===== src/rtl/itaf_pkg.sv =====
// Shared constants and types of the integer to ASCII formatter.
package itaf_pkg;

  localparam int unsigned ValueWidth = 32;
  localparam int unsigned HalfWidth  = 16;
  localparam int unsigned ByteWidth  = 8;
  localparam int unsigned NumDigits  = 10;
  localparam int unsigned DigitWidth = 4;
  localparam int unsigned BcdWidth   = NumDigits * DigitWidth;
  localparam int unsigned CountWidth = $clog2(NumDigits + 1);
  localparam int unsigned ShiftCntW  = $clog2(ValueWidth + 1);

  // Format kinds
  localparam logic [1:0] KindDec  = 2'd0;
  localparam logic [1:0] KindHex  = 2'd1;
  localparam logic [1:0] KindBin  = 2'd2;
  localparam logic [1:0] KindFour = 2'd3;

  localparam logic [7:0] CharZero   = 8'h30;
  localparam logic [7:0] CharLetter = 8'h41;
  localparam logic [7:0] CharMinus  = 8'h2D;

  // Digit string handed to the emitter, most significant digit in the top nibble.
  typedef struct packed {
    logic [BcdWidth-1:0]   digits;
    logic [CountWidth-1:0] count;
    logic                  neg;
    logic                  suppress;
  } emit_load_t;

endpackage


===== src/rtl/itaf_dabble.sv =====
// Bit-serial binary to BCD converter (shift and add three).
module itaf_dabble (
  input  logic                          clk_i,
  input  logic                          rst_ni,
  input  logic                          load_i,
  input  logic [itaf_pkg::ValueWidth-1:0] bin_i,
  input  logic [itaf_pkg::ShiftCntW-1:0]  shifts_i,
  output logic                          done_o,
  output logic [itaf_pkg::BcdWidth-1:0]   bcd_o
);
  import itaf_pkg::*;

  logic [ValueWidth-1:0] bin_q, bin_d;
  logic [BcdWidth-1:0]   bcd_q, bcd_d, adj;
  logic [ShiftCntW-1:0]  cnt_q, cnt_d;
  logic                  run_q, run_d;
  logic                  done_q, done_d;

  always_comb begin
    for (int i = 0; i < NumDigits; i++) begin
      adj[i*DigitWidth +: DigitWidth] =
        (bcd_q[i*DigitWidth +: DigitWidth] >= 4'd5) ?
        bcd_q[i*DigitWidth +: DigitWidth] + 4'd3 : bcd_q[i*DigitWidth +: DigitWidth];
    end
    bin_d  = bin_q;
    bcd_d  = bcd_q;
    cnt_d  = cnt_q;
    run_d  = run_q;
    done_d = 1'b0;
    if (load_i) begin
      bin_d = bin_i;
      bcd_d = '0;
      cnt_d = shifts_i;
      run_d = 1'b1;
    end else if (run_q) begin
      bcd_d = {adj[BcdWidth-2:0], bin_q[ValueWidth-1]};
      bin_d = {bin_q[ValueWidth-2:0], 1'b0};
      cnt_d = cnt_q - 1'b1;
      if (cnt_q == ShiftCntW'(1)) begin
        run_d  = 1'b0;
        done_d = 1'b1;
      end
    end
  end

  always_ff @(posedge clk_i or negedge rst_ni) begin
    if (!rst_ni) begin
      run_q  <= 1'b0;
      done_q <= 1'b0;
      cnt_q  <= '0;
    end else begin
      run_q  <= run_d;
      done_q <= done_d;
      cnt_q  <= cnt_d;
    end
  end

  always_ff @(posedge clk_i) begin
    bin_q <= bin_d;
    bcd_q <= bcd_d;
  end

  assign done_o = done_q;
  assign bcd_o  = bcd_q;

endmodule


===== src/rtl/itaf_emit.sv =====
// Character emitter: shifts digits out one per cycle as ASCII.
module itaf_emit (
  input  logic                 clk_i,
  input  logic                 rst_ni,
  input  logic                 load_i,
  input  itaf_pkg::emit_load_t load_data_i,
  output logic                 active_o,
  output logic                 char_valid_o,
  output logic [7:0]           character_o,
  output logic                 last_o
);
  import itaf_pkg::*;

  logic [BcdWidth-1:0]   digits_q, digits_d;
  logic [CountWidth-1:0] left_q, left_d;
  logic                  sign_q, sign_d;
  logic                  supp_q, supp_d;
  logic                  active_q, active_d;
  logic                  valid_q, valid_d;
  logic [7:0]            char_q, char_d;
  logic                  last_q, last_d;
  logic [DigitWidth-1:0] top;

  assign top = digits_q[BcdWidth-1 -: DigitWidth];

  always_comb begin
    digits_d = digits_q;
    left_d   = left_q;
    sign_d   = sign_q;
    supp_d   = supp_q;
    active_d = active_q;
    valid_d  = 1'b0;
    char_d   = char_q;
    last_d   = last_q;
    if (load_i) begin
      digits_d = load_data_i.digits;
      left_d   = load_data_i.count;
      sign_d   = load_data_i.neg;
      supp_d   = load_data_i.suppress;
      active_d = 1'b1;
    end else if (active_q) begin
      priority if (sign_q) begin
        sign_d  = 1'b0;
        valid_d = 1'b1;
        char_d  = CharMinus;
        last_d  = 1'b0;
      end else if (supp_q && top == '0 && left_q > CountWidth'(1)) begin
        digits_d = {digits_q[BcdWidth-DigitWidth-1:0], {DigitWidth{1'b0}}};
        left_d   = left_q - 1'b1;
      end else begin
        supp_d   = 1'b0;
        valid_d  = 1'b1;
        char_d   = (top < 4'd10) ? CharZero + {4'd0, top}
                                 : CharLetter + {4'd0, top} - 8'd10;
        last_d   = (left_q == CountWidth'(1));
        digits_d = {digits_q[BcdWidth-DigitWidth-1:0], {DigitWidth{1'b0}}};
        left_d   = left_q - 1'b1;
        if (left_q == CountWidth'(1)) active_d = 1'b0;
      end
    end
  end

  always_ff @(posedge clk_i or negedge rst_ni) begin
    if (!rst_ni) begin
      active_q <= 1'b0;
      valid_q  <= 1'b0;
      sign_q   <= 1'b0;
      supp_q   <= 1'b0;
      left_q   <= '0;
    end else begin
      active_q <= active_d;
      valid_q  <= valid_d;
      sign_q   <= sign_d;
      supp_q   <= supp_d;
      left_q   <= left_d;
    end
  end

  always_ff @(posedge clk_i) begin
    digits_q <= digits_d;
    char_q   <= char_d;
    last_q   <= last_d;
  end

  assign active_o     = active_q;
  assign char_valid_o = valid_q;
  assign character_o  = char_q;
  assign last_o       = last_q;

endmodule


===== src/rtl/integer_to_ascii_formatter.sv =====
// Signed decimal and four-digit values pass through the shift-and-add-three converter
// first; hex and binary values load the emitter straight away. The emitter registers
// its load, then puts out one character per cycle through its output register, except
// on cycles where it skips a leading zero.
// Throughput: one value at a time; start is taken only while busy_o is low.
// The receiver cannot stall: each character strobes char_valid_o for one cycle.
// Reset (rst_ni low, asynchronous) returns the block to idle with no output pending.
module integer_to_ascii_formatter (
  input  logic        clk_i,
  input  logic        rst_ni,
  input  logic        start_i,
  input  logic [1:0]  kind_i,
  input  logic signed [31:0] value_i,
  output logic        busy_o,
  output logic        char_valid_o,
  output logic [7:0]  character_o,
  output logic        last_o
);
  import itaf_pkg::*;

  typedef enum logic [1:0] {
    StIdle,
    StConv,
    StEmit
  } state_e;

  state_e state_q;
  logic   four_q;   // conversion result is the four-digit kind
  logic   neg_q;    // signed decimal value was negative

  logic                  accept;
  logic                  dab_load;
  logic [ValueWidth-1:0] dab_bin;
  logic [ShiftCntW-1:0]  dab_shifts;
  logic                  dab_done;
  logic [BcdWidth-1:0]   dab_bcd;
  logic                  emit_load;
  emit_load_t            emit_data;
  logic                  emit_active;
  logic [ValueWidth-1:0] raw;

  assign raw    = value_i;
  assign accept = start_i && !busy_o;
  assign busy_o = (state_q != StIdle);

  // Conversion goes through the shift-and-add-three unit only for decimal kinds.
  assign dab_load = accept && (kind_i == KindDec || kind_i == KindFour);

  always_comb begin
    if (kind_i == KindDec) begin
      dab_bin    = raw[ValueWidth-1] ? (~raw + 1'b1) : raw;
      dab_shifts = ShiftCntW'(ValueWidth);
    end else begin
      dab_bin    = {raw[HalfWidth-1:0], {(ValueWidth-HalfWidth){1'b0}}};
      dab_shifts = ShiftCntW'(HalfWidth);
    end
  end

  // Emitter loads straight from the input for hex and binary, and from the
  // BCD register when a conversion finishes.
  always_comb begin
    emit_load = 1'b0;
    emit_data = '0;
    if (state_q == StConv && dab_done) begin
      emit_load = 1'b1;
      if (four_q) begin
        // Low four BCD digits of the 16-bit value are the value modulo 10000.
        emit_data.digits   = {dab_bcd[4*DigitWidth-1:0],
                              {(BcdWidth-4*DigitWidth){1'b0}}};
        emit_data.count    = CountWidth'(4);
        emit_data.suppress = 1'b0;
        emit_data.neg      = 1'b0;
      end else begin
        emit_data.digits   = dab_bcd;
        emit_data.count    = CountWidth'(NumDigits);
        emit_data.suppress = 1'b1;
        emit_data.neg      = neg_q;
      end
    end else if (accept && kind_i == KindHex) begin
      emit_load          = 1'b1;
      emit_data.digits   = {raw[HalfWidth-1:0], {(BcdWidth-HalfWidth){1'b0}}};
      emit_data.count    = CountWidth'(4);
      emit_data.suppress = 1'b1;
    end else if (accept && kind_i == KindBin) begin
      emit_load = 1'b1;
      for (int b = 0; b < ByteWidth; b++) begin
        emit_data.digits[BcdWidth-1-b*DigitWidth -: DigitWidth] =
          {3'b000, raw[ByteWidth-1-b]};
      end
      emit_data.count = CountWidth'(ByteWidth);
    end
  end

  always_ff @(posedge clk_i or negedge rst_ni) begin
    if (!rst_ni) begin
      state_q <= StIdle;
      four_q  <= 1'b0;
      neg_q   <= 1'b0;
    end else begin
      unique case (state_q)
        StIdle: begin
          if (accept) begin
            four_q  <= (kind_i == KindFour);
            neg_q   <= (kind_i == KindDec) && raw[ValueWidth-1];
            state_q <= dab_load ? StConv : StEmit;
          end
        end
        StConv: begin
          if (dab_done) state_q <= StEmit;
        end
        StEmit: begin
          if (!emit_active) state_q <= StIdle;
        end
        default: state_q <= StIdle;
      endcase
    end
  end

  itaf_dabble u_dabble (
    .clk_i    (clk_i),
    .rst_ni   (rst_ni),
    .load_i   (dab_load),
    .bin_i    (dab_bin),
    .shifts_i (dab_shifts),
    .done_o   (dab_done),
    .bcd_o    (dab_bcd)
  );

  itaf_emit u_emit (
    .clk_i        (clk_i),
    .rst_ni       (rst_ni),
    .load_i       (emit_load),
    .load_data_i  (emit_data),
    .active_o     (emit_active),
    .char_valid_o (char_valid_o),
    .character_o  (character_o),
    .last_o       (last_o)
  );

endmodule


===== config.mk =====
export PLATFORM = sky130hd
export DESIGN_NAME = integer_to_ascii_formatter
export DESIGN_NICKNAME = d
export VERILOG_FILES = /design/src/rtl/itaf_pkg.sv /design/src/rtl/itaf_dabble.sv /design/src/rtl/itaf_emit.sv /design/src/rtl/integer_to_ascii_formatter.sv
export SDC_FILE = /design/constraint.sdc
export NUM_CORES = 1
export LEC_CHECK = 0
export ABC_AREA = 1
export BUFFER_PORTS_ARGS = -buffer_cell sky130_fd_sc_hd__buf_4
export CELL_PAD_IN_SITES_DETAIL_PLACEMENT = 1
export CELL_PAD_IN_SITES_GLOBAL_PLACEMENT = 1
export CORE_MARGIN = 1.5
export CORE_UTILIZATION = 50
export CTS_CLUSTER_SIZE = 8
export DETAILED_ROUTE_END_ITERATION = 10
export HOLD_SLACK_MARGIN = 0.03
export PLACE_DENSITY_LB_ADDON = 0.25
export REMOVE_ABC_BUFFERS = 1
export SYNTH_ARGS = -nofsm -noshare
export SYNTH_HDL_FRONTEND = slang
export SYNTH_SLANG_ARGS = --single-unit

===== constraint.sdc =====
create_clock -name clk_i -period 3.4 [get_ports clk_i]
set_input_delay 0.17 -clock clk_i [delete_from_list [all_inputs] [get_ports clk_i]]
set_output_delay 0.17 -clock clk_i [all_outputs]
set_load 0.02 [all_outputs]

Word-level counts from Yosys, hierarchy flattened
Index checks and enable logic that the tools add are counted.
{"block": "totals", "register_bits": 141, "latchBits": 0, "ramBits": 0, "romBits": 0, "inputBits": 37, "output_inout_bits": 11, "elab_cells": 144, "n_memories": 0}
{"block": "classes", "n_addsub": 16, "mul": 0, "div": 0, "order_cmp": 12, "eq_ne": 13, "shift": 0, "n_mux": 64, "bitwise": 2, "n_reduce_logical": 21}
{"cell": "$mux W32", "n": 5}
{"cell": "$mux W40", "n": 3}
{"cell": "$mux W4", "n": 14}
{"cell": "$mux W46", "n": 1}
{"cell": "$mux W44", "n": 1}
{"cell": "$ge A4 B3 Y1 const B", "n": 10}
{"cell": "$add A4 B2 Y4 const B", "n": 9}
{"cell": "$add A32 B1 Y32 const B", "n": 1}
{"cell": "$not A32 Y32", "n": 1}
{"cell": "$mux W29", "n": 1}
{"cell": "$mux W1", "n": 28}
{"cell": "$mux W6", "n": 3}
{"cell": "$mux W8", "n": 2}
{"cell": "$reduce_and A3 Y1", "n": 3}
{"cell": "$add A7 B4 Y8 const A", "n": 1}
{"cell": "$logic_and A1 B1 Y1", "n": 8}
{"cell": "$mux W2", "n": 4}
{"cell": "$ne A2 B2 Y1 const B", "n": 4}
{"cell": "$sub A8 B4 Y8 const B", "n": 1}
{"cell": "$add A6 B4 Y7 const A", "n": 1}
{"cell": "$eq A2 B2 Y1 const B", "n": 3}
{"cell": "$eq A6 B1 Y1 const B", "n": 1}
{"cell": "$pmux W2 S3", "n": 1}
{"cell": "$reduce_bool A2 Y1", "n": 3}
{"cell": "15 further kinds", "n": 19}

Logic depth before layout (Yosys ltp)
Gate-level depths: netlist of the first run.
{"block": "depth", "depth_word": 9, "depth_mapped": 12, "ltp_nobuf": 11}

Modules after synthesis
From an unflattened synthesis of the first run, not the netlist that was laid out.
{"block": "hier_totals", "cells_unflattened": 1185, "area_unflattened_um2": 8697.1}
{"module": "itaf_dabble", "instances": 1, "cells_each": 525, "area_per_inst_um2": 4026.4, "seq_area_each_um2": 1961.9}
{"module": "itaf_emit", "instances": 1, "cells_each": 264, "area_per_inst_um2": 2590.0, "seq_area_each_um2": 1641.6}
{"module": "integer_to_ascii_formatter", "instances": 1, "cells_each": 396, "area_per_inst_um2": 2080.7, "seq_area_each_um2": 100.1}

Worst setup path after synthesis of the first run
OpenSTA, ideal clock, no wires.
{"block": "synth_timing", "path_type": "flip-flop to flip-flop", "startpoint": "reg u_emit.sign_q", "endpoint": "reg u_emit.digits_q[0], enable pin", "setup_ns": 0.411, "arrival_ns": 1.693, "slack_ns": 1.296, "path_stages_with_launch": 3, "period_less_slack_ns": 2.104, "cell_sequence": "dfrtp_1 > clkbuf_1 > o21ai_2"}
{"block": "synth_via", "elab_chain_len": 2}
{"item": "start, declared", "line": "itaf_emit.sv:16", "source": "logic sign_q, sign_d;"}
{"item": "start signal, assigned", "line": "itaf_emit.sv:73", "source": "sign_q <= sign_d;"}
{"item": "$ne A2 B2 Y1 (no source line)"}
{"item": "$reduce_and A2 Y1 (no source line)"}
{"item": "end signal, assigned", "line": "itaf_emit.sv:80", "source": "digits_q <= digits_d;"}
{"item": "end, declared", "line": "itaf_emit.sv:14", "source": "logic [BcdWidth-1:0] digits_q, digits_d;"}
Every way passes these cells.
A chain may end at the register's enable or synchronous reset.

Worst setup path after layout of the first run
{"block": "layout_timing", "startpoint": "reg state_q[1]", "endpoint": "reg u_emit.digits_q[22], enable pin"}
{"block": "layout_via", "elab_chain_len": 9, "word_cells_on_any_way": 13, "cone_classes": "2 x eq/ne; 3 x mux; 8 x reduce/logical"}
{"item": "start, declared", "line": "integer_to_ascii_formatter.sv:27", "source": "state_e state_q;"}
{"item": "start signal, assigned", "line": "integer_to_ascii_formatter.sv:96", "source": "state_q <= StIdle;"}
{"item": "start signal, assigned", "line": "integer_to_ascii_formatter.sv:105", "source": "state_q <= dab_load ? StConv : StEmit;"}
{"item": "start signal, assigned", "line": "integer_to_ascii_formatter.sv:109", "source": "if (dab_done) state_q <= StEmit;"}
{"item": "$reduce_bool A2 Y1", "line": "integer_to_ascii_formatter.sv:44", "source": "assign busy_o = (state_q != StIdle);"}
{"item": "$logic_not A1 Y1", "line": "integer_to_ascii_formatter.sv:43", "source": "assign accept = start_i && !busy_o;"}
{"item": "$logic_and A1 B1 Y1", "line": "integer_to_ascii_formatter.sv:43"}
{"item": "$logic_and A1 B1 Y1", "line": "integer_to_ascii_formatter.sv:84", "source": "end else if (accept && kind_i == KindBin) begin"}
{"item": "$mux W1", "line": "integer_to_ascii_formatter.sv:84"}
{"item": "$mux W1", "line": "integer_to_ascii_formatter.sv:79", "source": "end else if (accept && kind_i == KindHex) begin"}
{"item": "$mux W1 (*)", "line": "integer_to_ascii_formatter.sv:64", "source": "if (state_q == StConv && dab_done) begin"}
{"item": "$ne A2 B2 Y1 (no source line) / $reduce_bool A2 Y1 (equally long branches)"}
{"item": "$reduce_and A2 Y1 (no source line) (*)"}
Mark *: on every way between the ends. The rest lies on a longest branch, timed or not.

==> run summary, run 1 <==
First-pass GRT wire length = 37800 µm
Critical Path AT = 2.38 ns
Max-Slew Margin vs Limit = 0.412
Row count = 45
Non-filler instance count after layout = 1205
Pre-antenna DRT Iters = 4
Final ANT Viol Nets = 0
Outcome = completed
Layout Skew = 0.00682 ns
Clock buffer count from CTS = 17
Yosys warning total = 0
Final Cycle Share = 0.667
Tightest Pin Transition = 0.879 ns
Initial antenna violation count = 0
Vias = 7039
WS Path Type = reg2reg
Placed Instances = 1172
Drt total wl = 23700 µm
Die W = 128 µm
Initial DRC count = 550
DR vias/cell = 5.84
Setup TNS = 0 ns
CTS tree = done
Core box area = 15300 µm²
Clk slew on worst S/H paths = 0.06 ns
DRC viols = 0
Dpl ws = 1.15 ns
Synthesized cell area = 7840 µm²
Routability congestion estimate = 0.851
Vias in the first global route = 7255
Worst hold path depth = 3
Synth unique cells = 39
CTS sink count = 140
Critical Path End Type = flip-flop
Ports = 48
Crit Path Max Fanout = 26
Final Hold Viols = 0
Syn avg cell area = 8.36 µm²
RSZ-0062 raised after global routing = no
Peak VDD IR = 0.000395 V
Synth Instances = 938
Hold Path Class = in2reg
Clock buffer depth = 2
Startpoint type of the worst setup path = flip-flop
Worst-Skew Late Latency = 0.43 ns
Reg-to-Reg Start = state_q[1]
Die span in y = 128 µm
HPWL after detailed placement = 17000 µm
Register-to-register setup slack = 1.13 ns
Total grt overflow = 0
Hold slack = 0.0681 ns
Antenna cells = 0
Max Fclk = 441 MHz
Worst setup path end = u_emit.digits_q[22]
Syn-to-layout area delta = 13.4%
H-tree levels = 4
Pleak = 0.00395 µW
Flip-flop and latch count after synthesis = 140
Tot Pwr = 3700 µW
CTS Root Cell = clkbuf_16
Resized Gates After CTS = 0
Starting Density = 0.514
Tmin final = 2.27 ns
Worst reg2reg path depth = 8
Setup ws final = 1.13 ns
Endpoints failing setup = 0
Worst Path Required = 3.51 ns
Max-cap violations = 0
WL per Instance = 19.7 µm
I/O Buffers = 46
Fraction of layout instances using a drive strength above 1 = 0.111
Largest net degree at the start of global routing = 41
Register area share after synthesis = 0.472
Aggregate global-route resource usage = 0.302
Pwr Density = 415 nW/µm²
Final slew viol count = 0
Reg-to-Reg End = u_emit.digits_q[22]
Nets@finish = 1049
Crit path from = state_q[1]
DIE AREA = 16400 µm²
## state kept, by name, indices dropped and copies added (netlist names), 2 cells and up
register / count
u_emit.left_q: 4
u_dabble.bin_q: 32
u_emit.digits_q: 40
u_emit.character_o: 7
u_dabble.bcd_o: 40
u_dabble.cnt_q: 6
state_q: 2
## report_power, final
group          total (µW)  switching (µW)  internal, µW
clock network        1760             708          1050
registers            1780               0          1780
logic                 160             107          52.5
total                3700             815          2880
## critical path: stages (launching register included)
cell and delay, ns:
dfrtp_1 0.42, nor2_2 0.16, nand2_4 0.12, nor2_8 0.17, inv_2 0.17, nand2_2 0.11, nor2_4 0.04, o21ai_4 0.32
buf_4 0.42
## how the worst min path moves through the flow
| stage | from | to | slack (ns) |
|---|---|---|---|
| floorplan | rst_ni | four_q | -0.13 |
| finish | value_i[2] | u_dabble.bin_q[18] | 0.07 |
| CTS | value_i[2] | u_dabble.bin_q[18] | 0.06 |
| global route | value_i[5] | u_dabble.bin_q[21] | 0.09 |
| detailed placement | rst_ni | u_emit.left_q[0] | 0.08 |
| global placement | rst_ni | u_emit.left_q[0] | 0.07 |
## kinds of logic after synthesis
family | Yosys count | share of synthesized area
AO/OA/AOI/OAI | 254 | 0.191
buffers and inverters | 163 | 0.0868
adder cells (fa/ha/maj) | 31 | 0.0494
XOR/XNOR | 13 | 0.0145
other | 1 | 0.000478
AND/OR/NAND/NOR | 336 | 0.185
flip-flops | 140 | 0.472
## Yosys cell counts (all sizes together)
| master | n | area, µm² |
|---|---|---|
| nand4 | 8 | 50.1 |
| o21ai | 125 | 629 |
| clkbuf | 5 | 18.8 |
| xor2 | 11 | 96.3 |
| buf | 26 | 164 |
| a22oi | 33 | 248 |
| dfrtp | 20 | 500 |
| o221ai | 4 | 35.0 |
| a32oi | 10 | 103 |
| nor2 | 79 | 372 |
| inv | 132 | 498 |
| a31oi | 1 | 6.26 |
| o22ai | 12 | 75.1 |
| ha | 31 | 388 |
| nor3 | 7 | 35.0 |
| nand2 | 197 | 767 |
| or2 | 1 | 6.26 |
| o211ai | 15 | 113 |
| xnor2 | 2 | 17.5 |
| conb | 1 | 3.75 |
| o2111ai | 4 | 35.0 |
| nand3b | 1 | 7.51 |
| dfxtp | 40 | 801 |
| nand3 | 43 | 215 |
| o311ai | 2 | 17.5 |
| edfxtp | 80 | 2400 |
| a21oi | 48 | 240 |
## placed cells by master (no fill, tap or decap), drive strengths merged, types with 24 or more instances in the layout
master | synthesis | final
nand2 | 197 | 197
inv | 132 | 132
o21ai | 125 | 125
edfxtp | 80 | 80
nor2 | 79 | 79
buf | 26 | 54
a21oi | 48 | 48
nand3 | 43 | 43
dfxtp | 40 | 40
a22oi | 33 | 33
ha | 31 | 31
clkbuf | 5 | 24
## metrics by stage
step	instance area, µm²	util
2_1_floorplan	7660	-
5_1_grt	8900	0.583
4_1_cts	8900	0.583
3_5_place_dp	8340	0.547
3_3_place_gp	8340	0.547
6_report	8900	0.583
## area by class of cell
class                   count  area (µm²)
flip-flops and latches    140        3700
clock buffers              24         482
multi-input cells         635        3470
well taps                 211         264
inverters                 132         498
repair buffers             55         415
fillers                  1811        6360
clock inverters             8        66.3
## per-layer routing
metal	wire length, µm	global-route usage
met1	10400	0.394
met2	11600	0.506
met3	1260	0.0492
met4	452	0.113
met5	0	0
## timing repair
| item | CTS | global route |
|---|---|---|
| hold buffers | 1 | 0 |
| buffers inserted | 0 | 0 |
| hold endpoints to repair | 20 | 0 |
(Power assumes the default switching activity.)
==> inputs of run 2 (changes only) <==
Settings changed: CORE_UTILIZATION 50 to 47.
Clock period 3.4 ns to 2.2 ns, I/O delays scaled along.
==> run 2 against run 1 <==
  * Sequential share of layout area shrank 1.1 points
  * Routed wire length grew 3.6%
  * Global-route usage shrank 1.4 points
  * Combinational power grew 62%
  * Clock skew is essentially flat
  * Critical path type is now in2reg
  * Critical endpoint is now u_dabble.bin_q[21]
  * Largest cell class unchanged
  * Largest power group is now the clock network
==> run summary, run 2 (same netlist as run 1, synthesis figures left out) <==
Outcome = completed
Max Fclk = 505 MHz
Ports = 48
Vias in the first global route = 7122
Switch Pwr = 1330 µW
Row count = 47
Worst-path cell chain = dlygate4sd3_1, buf_4, inv_2, nand2_1, nor2_1, nand3_1, nand2_1, nand4_1, nand3_1, nand2_1
Vias = 7052
# fillers = 1985
Worst-Skew Late Latency = 0.43 ns
Clock power frac = 0.512
CP peak stage delay = 0.54 ns
Resized Gates After CTS = 0
Worst Path Required = 2.38 ns
I/O Buffers = 46
Layout Skew = 0.00690 ns
Startpoint type of the worst setup path = input port
Endpoints failing setup = 0
Syn-to-layout area delta = 16.4%
Aggregate global-route resource usage = 0.288
Clock buffer depth = 2
Hold slack = 0.0421 ns
WS Path Type = in2reg
Final slew viol count = 0
First-pass GRT wire length = 39100 µm
Die W = 132 µm
Max-cap violations = 0
Final ANT Viol Nets = 0
Combinational Power Share = 0.042
Antenna cells = 0
Core box area = 16500 µm²
Critical Path Most Common Cell = nand2_1
Critical Path AT = 2.17 ns
Max-Slew Margin vs Limit = 0.550
Starting Density = 0.476
Post-CTS setup buffer count = 0
CTS tree = done
Tightest Pin Transition = 0.668 ns
WL per Instance = 20.0 µm
CTS Root Cell = clkbuf_16
Final Cycle Share = 0.901
Pleak = 0.00406 µW
Internal = 4830 µW
DIE AREA = 17500 µm²
Tmin final = 1.98 ns
Initial antenna violation count = 0
CTS sink count = 140
Crit Path Max Fanout = 10
CP max stage cell = dlygate4sd3_1
Commonest cells after routing, fill and taps aside = 191 x nand2_1, 124 x inv_1, 89 x o21ai_0
Fraction of layout instances using a drive strength above 1 = 0.119
Critical Path End Type = flip-flop
Crit-path leading delay family = simple AND/OR/NAND/NOR gates
Hold Path Class = in2reg
Pwr Density = 674 nW/µm²
Setup TNS = 0 ns
Routability congestion estimate = 0.856
Peak VDD IR = 0.000548 V
Net Sw Frac = 0.215
Seq pwr share = 0.445
RSZ-0062 raised after global routing = no
H-tree levels = 4
Die span in y = 132 µm
Nets@finish = 1061
Total grt overflow = 0
Final Hold Viols = 0
Drt total wl = 24600 µm
HPWL after detailed placement = 17000 µm
DR vias/cell = 5.75
Buffers & Inverters on Critical Path = 3
Most common cell after layout, fill and taps aside = nand2_1
Largest net degree at the start of global routing = 56
DRC viols = 0
Initial DRC count = 456
Clock buffer count from CTS = 17
Clk slew on worst S/H paths = 0.06 ns
Pre-antenna DRT Iters = 4
-- run 2: cell count changes in the layout (fill, tap and decap cells not counted) --
cell,change
bufinv_16,+4
buf_4,+5
dlygate4sd3_1,+4
clkbuf_1,-2
clkinvlp_4,+1
clkbuf_8,-3
buf_12,+3
clkinv_4,+1
clkinv_2,-1
-- run 2: cell type report --
cell class              count  area (µm²)  area share
clock inverters            13         198      0.0217
clock buffers              19         433      0.0474
well taps                 220         275      0.0301
inverters                 132         498      0.0545
multi-input cells         635        3470       0.380
flip-flops and latches    140        3700       0.406
repair buffers             67         553      0.0606
-- run 2: routing by layer --
layer | share of wire | up-vias | track usage
li1 | - | 3309 | -
met3 | 0.041 | 39 | 0.0434
met1 | 0.46 | 3530 | 0.395
met4 | 0.019 | 0 | 0.0873
met2 | 0.48 | 174 | 0.472
met5 | 0 | - | 0
-- run 2: power by group through the flow --
stage,clock network (µW),registers [µW],logic [µW]
final,3160,2740,259
after floorplan,0,2800,106
after global placement,0,2800,240
after detailed placement,0,2800,245
after CTS,3170,2740,255
after global routing,3260,2740,283
-- run 2: tightest hold or removal path, stage by stage --
cell,delay (ns)
buf_4,0.12
a22oi_1,0.07
nand2_1,0.06
-- run 2: worst paths after layout --
path	start	cells past startpoint	to	slack, ns
max in group asynchronous	rst_ni	2	neg_q	1.88
hold reg to reg	neg_q	2	u_emit.sign_q	0.51
min in group asynchronous	rst_ni	2	u_dabble.cnt_q[2]	0.10
hold / removal	value_i[6]	3	u_dabble.bin_q[22]	0.04
setup / recovery	value_i[3]	10	u_dabble.bin_q[21]	0.22
setup reg to reg	u_dabble.bcd_o[12]	8	u_dabble.bcd_o[13]	0.22
-- run 2: per-stage QoR --
step                worst slack [ns]  total power (µW)  std cells  cell area (µm²)  utilization
finish                         0.219              6160       1226             9130        0.554
global route                  0.0295              6280       1226             9130        0.554
CTS                            0.216              6170       1226             9130        0.554
detailed placement             0.195              3040       1189             8450        0.513
global placement               0.255              3040       1189             8450        0.513
floorplan                     -0.555              2900        907             7660            -
-- run 2: repair_timing --
action | in CTS | in global routing
setup endpoints to repair | 0 | 0
hold endpoints to repair | 24 | 0
hold buffers | 5 | 0
==> inputs of run 3 (changes only) <==
Settings changed: CELL_PAD_IN_SITES_DETAIL_PLACEMENT 1 to 2, CELL_PAD_IN_SITES_GLOBAL_PLACEMENT 1 to 2, CORE_UTILIZATION 47 to 38.
==> run 3 against run 2 <==
  * Largest power group unchanged
  * Hold slack barely moved
  * First-iteration DRC count fell by 5.9%
  * Non-clock buffer count rose by 3
  * Power fell by 3.9%
  * Routed wire length rose by 14%
  * Setup slack got worse by 0.050 ns
  * Combinational power rose by 3%
  * Sequential share of layout area fell by 0.25 points
==> run summary, run 3 (same netlist as run 1, synthesis figures left out) <==
Crit path depth = 9
Buffers & Inverters on Critical Path = 2
Crit Path Max Fanout = 36
Area after DPL = 8550 µm²
Total grt overflow = 0
Starting Density = 0.388
WL per Instance = 21.9 µm
Largest net degree at the start of global routing = 47
Clock buffer count from CTS = 17
Die span in y = 147 µm
Core box area = 20200 µm²
Drt total wl = 28000 µm
Die W = 147 µm
Initial DRC count = 429
Worst Path Required = 2.32 ns
Routability congestion estimate = 0.802
Antenna cells = 0
DRC viols = 0
Worst-Skew Late Latency = 0.42 ns
First-pass GRT wire length = 44200 µm
Pleak = 0.00406 µW
# fillers = 2237
CP peak stage delay = 0.44 ns
Startpoint type of the worst setup path = flip-flop
Pre-antenna DRT Iters = 5
Post-CTS setup buffer count = 0
Peak VDD IR = 0.000469 V
Worst hold path depth = 3
Syn-to-layout area delta = 17.1%
Most common cell after layout, fill and taps aside = nand2_1
Met2 global-route usage = 0.458
WS Path Type = reg2reg
Met3 usage = 0.0491
Max-cap violations = 0
Final Hold Viols = 0
Met1 Use GR = 0.356
Outcome = completed
Vias = 7127
I/O Buffers = 46
DR vias/cell = 5.57
Nets@finish = 1064
Tightest Pin Transition = 0.805 ns
Worst-path cell chain = nor2_2, nand2_4, nor2_8, inv_4, nand2_2, nor2_4, buf_12, nand2_1, o2111ai_1
H-tree levels = 4
Pwr Density = 644 nW/µm²
Initial antenna violation count = 0
Crit-path leading delay family = simple AND/OR/NAND/NOR gates
Critical Path AT = 2.15 ns
Final Cycle Share = 0.924
CTS tree = done
Final ANT Viol Nets = 0
Final slew viol count = 0
Max Fclk = 492 MHz
Hold slack = 0.0423 ns
CP max stage cell = dfrtp_1
Endpoints failing setup = 0
Critical Path End Type = flip-flop
Ports = 48
Worst reg2reg path depth = 9
Commonest cells after routing, fill and taps aside = 191 x nand2_1, 124 x inv_1, 89 x o21ai_0
Vias in the first global route = 7657
Gr busiest metal = met2
Tmin final = 2.03 ns
Final Cell Area = 9190 µm²
CTS sink count = 140
Clk slew on worst S/H paths = 0.07 ns
HPWL after detailed placement = 19800 µm
Layout Skew = 0.0100 ns
CTS Root Cell = clkbuf_16
Fraction of layout instances using a drive strength above 1 = 0.123
Hold Path Class = in2reg
Clock buffer depth = 2
Setup TNS = 0 ns
Aggregate global-route resource usage = 0.268
Max-Slew Margin vs Limit = 0.456
RSZ-0062 raised after global routing = no
DIE AREA = 21500 µm²
Row count = 52
Tot Pwr = 5920 µW
## run 3: changes by cell type in the layout (fill, tap and decap cells not counted), sizes merged
| cell | change |
|---|---|
| inv | +3 |
| clkbuf | -1 |
| buf | +2 |
| dlygate4sd3 | +1 |
| bufinv | -3 |
| clkinv | +1 |
## run 3: timing repair
item                                   in CTS  in global routing
endpoints found under the hold margin      25                  0
setup endpoints to repair                   0                  1
resized for setup                           0                  2
hold buffers                                6                  0
## run 3: path summary, 6_finish.rpt
path | startpoint | endpoint | slack [ns]
setup reg to reg | state_q[1] | u_emit.digits_q[36] | 0.17
max in group asynchronous | rst_ni | u_dabble.cnt_q[0] | 1.84
hold / removal | value_i[11] | u_dabble.bin_q[27] | 0.04
hold reg to reg | neg_q | u_emit.sign_q | 0.53
min in group asynchronous | rst_ni | u_emit.left_q[0] | 0.12
setup / recovery | state_q[1] | u_emit.digits_q[36] | 0.17
## run 3: cell type report
cell class | instances | area (µm²) | share of cell area
Timing Repair Buffer | 70 | 603 | 0.0656
Multi-Input combinational cell | 635 | 3470 | 0.378
Sequential cell | 140 | 3700 | 0.403
Tap cell | 270 | 338 | 0.0368
Inverter | 132 | 500 | 0.0545
Clock buffer | 18 | 429 | 0.0467
Clock inverter | 14 | 144 | 0.0157
## run 3: stage by stage
stage	std cells	worst slack (ns)	utilization
global placement	1241	0.143	0.423
detailed placement	1241	0.133	0.423
CTS	1279	0.129	0.454
global route	1279	0.0207	0.454
floorplan	907	-0.555	-
finish	1279	0.168	0.454
## run 3: report_power, final
group,internal [µW],total [µW],switching (µW)
clock network,1670,2910,1240
logic,90.8,266,175
registers,2740,2740,0
## run 3: routing by layer
metal / wire, µm / part of all wire
met1: 12600 / 0.45
met2: 14100 / 0.50
met3: 989 / 0.035
met4: 308 / 0.011
met5: 0 / 0
## run 3: worst reg2reg max path, stage by stage, from the launching register on
cell,delay (ns)
dfrtp_1,0.44
nor2_2,0.20
nand2_4,0.13
nor2_8,0.20
inv_4,0.13
nand2_2,0.10
nor2_4,0.07
buf_12,0.17
nand2_1,0.11
o2111ai_1,0.18
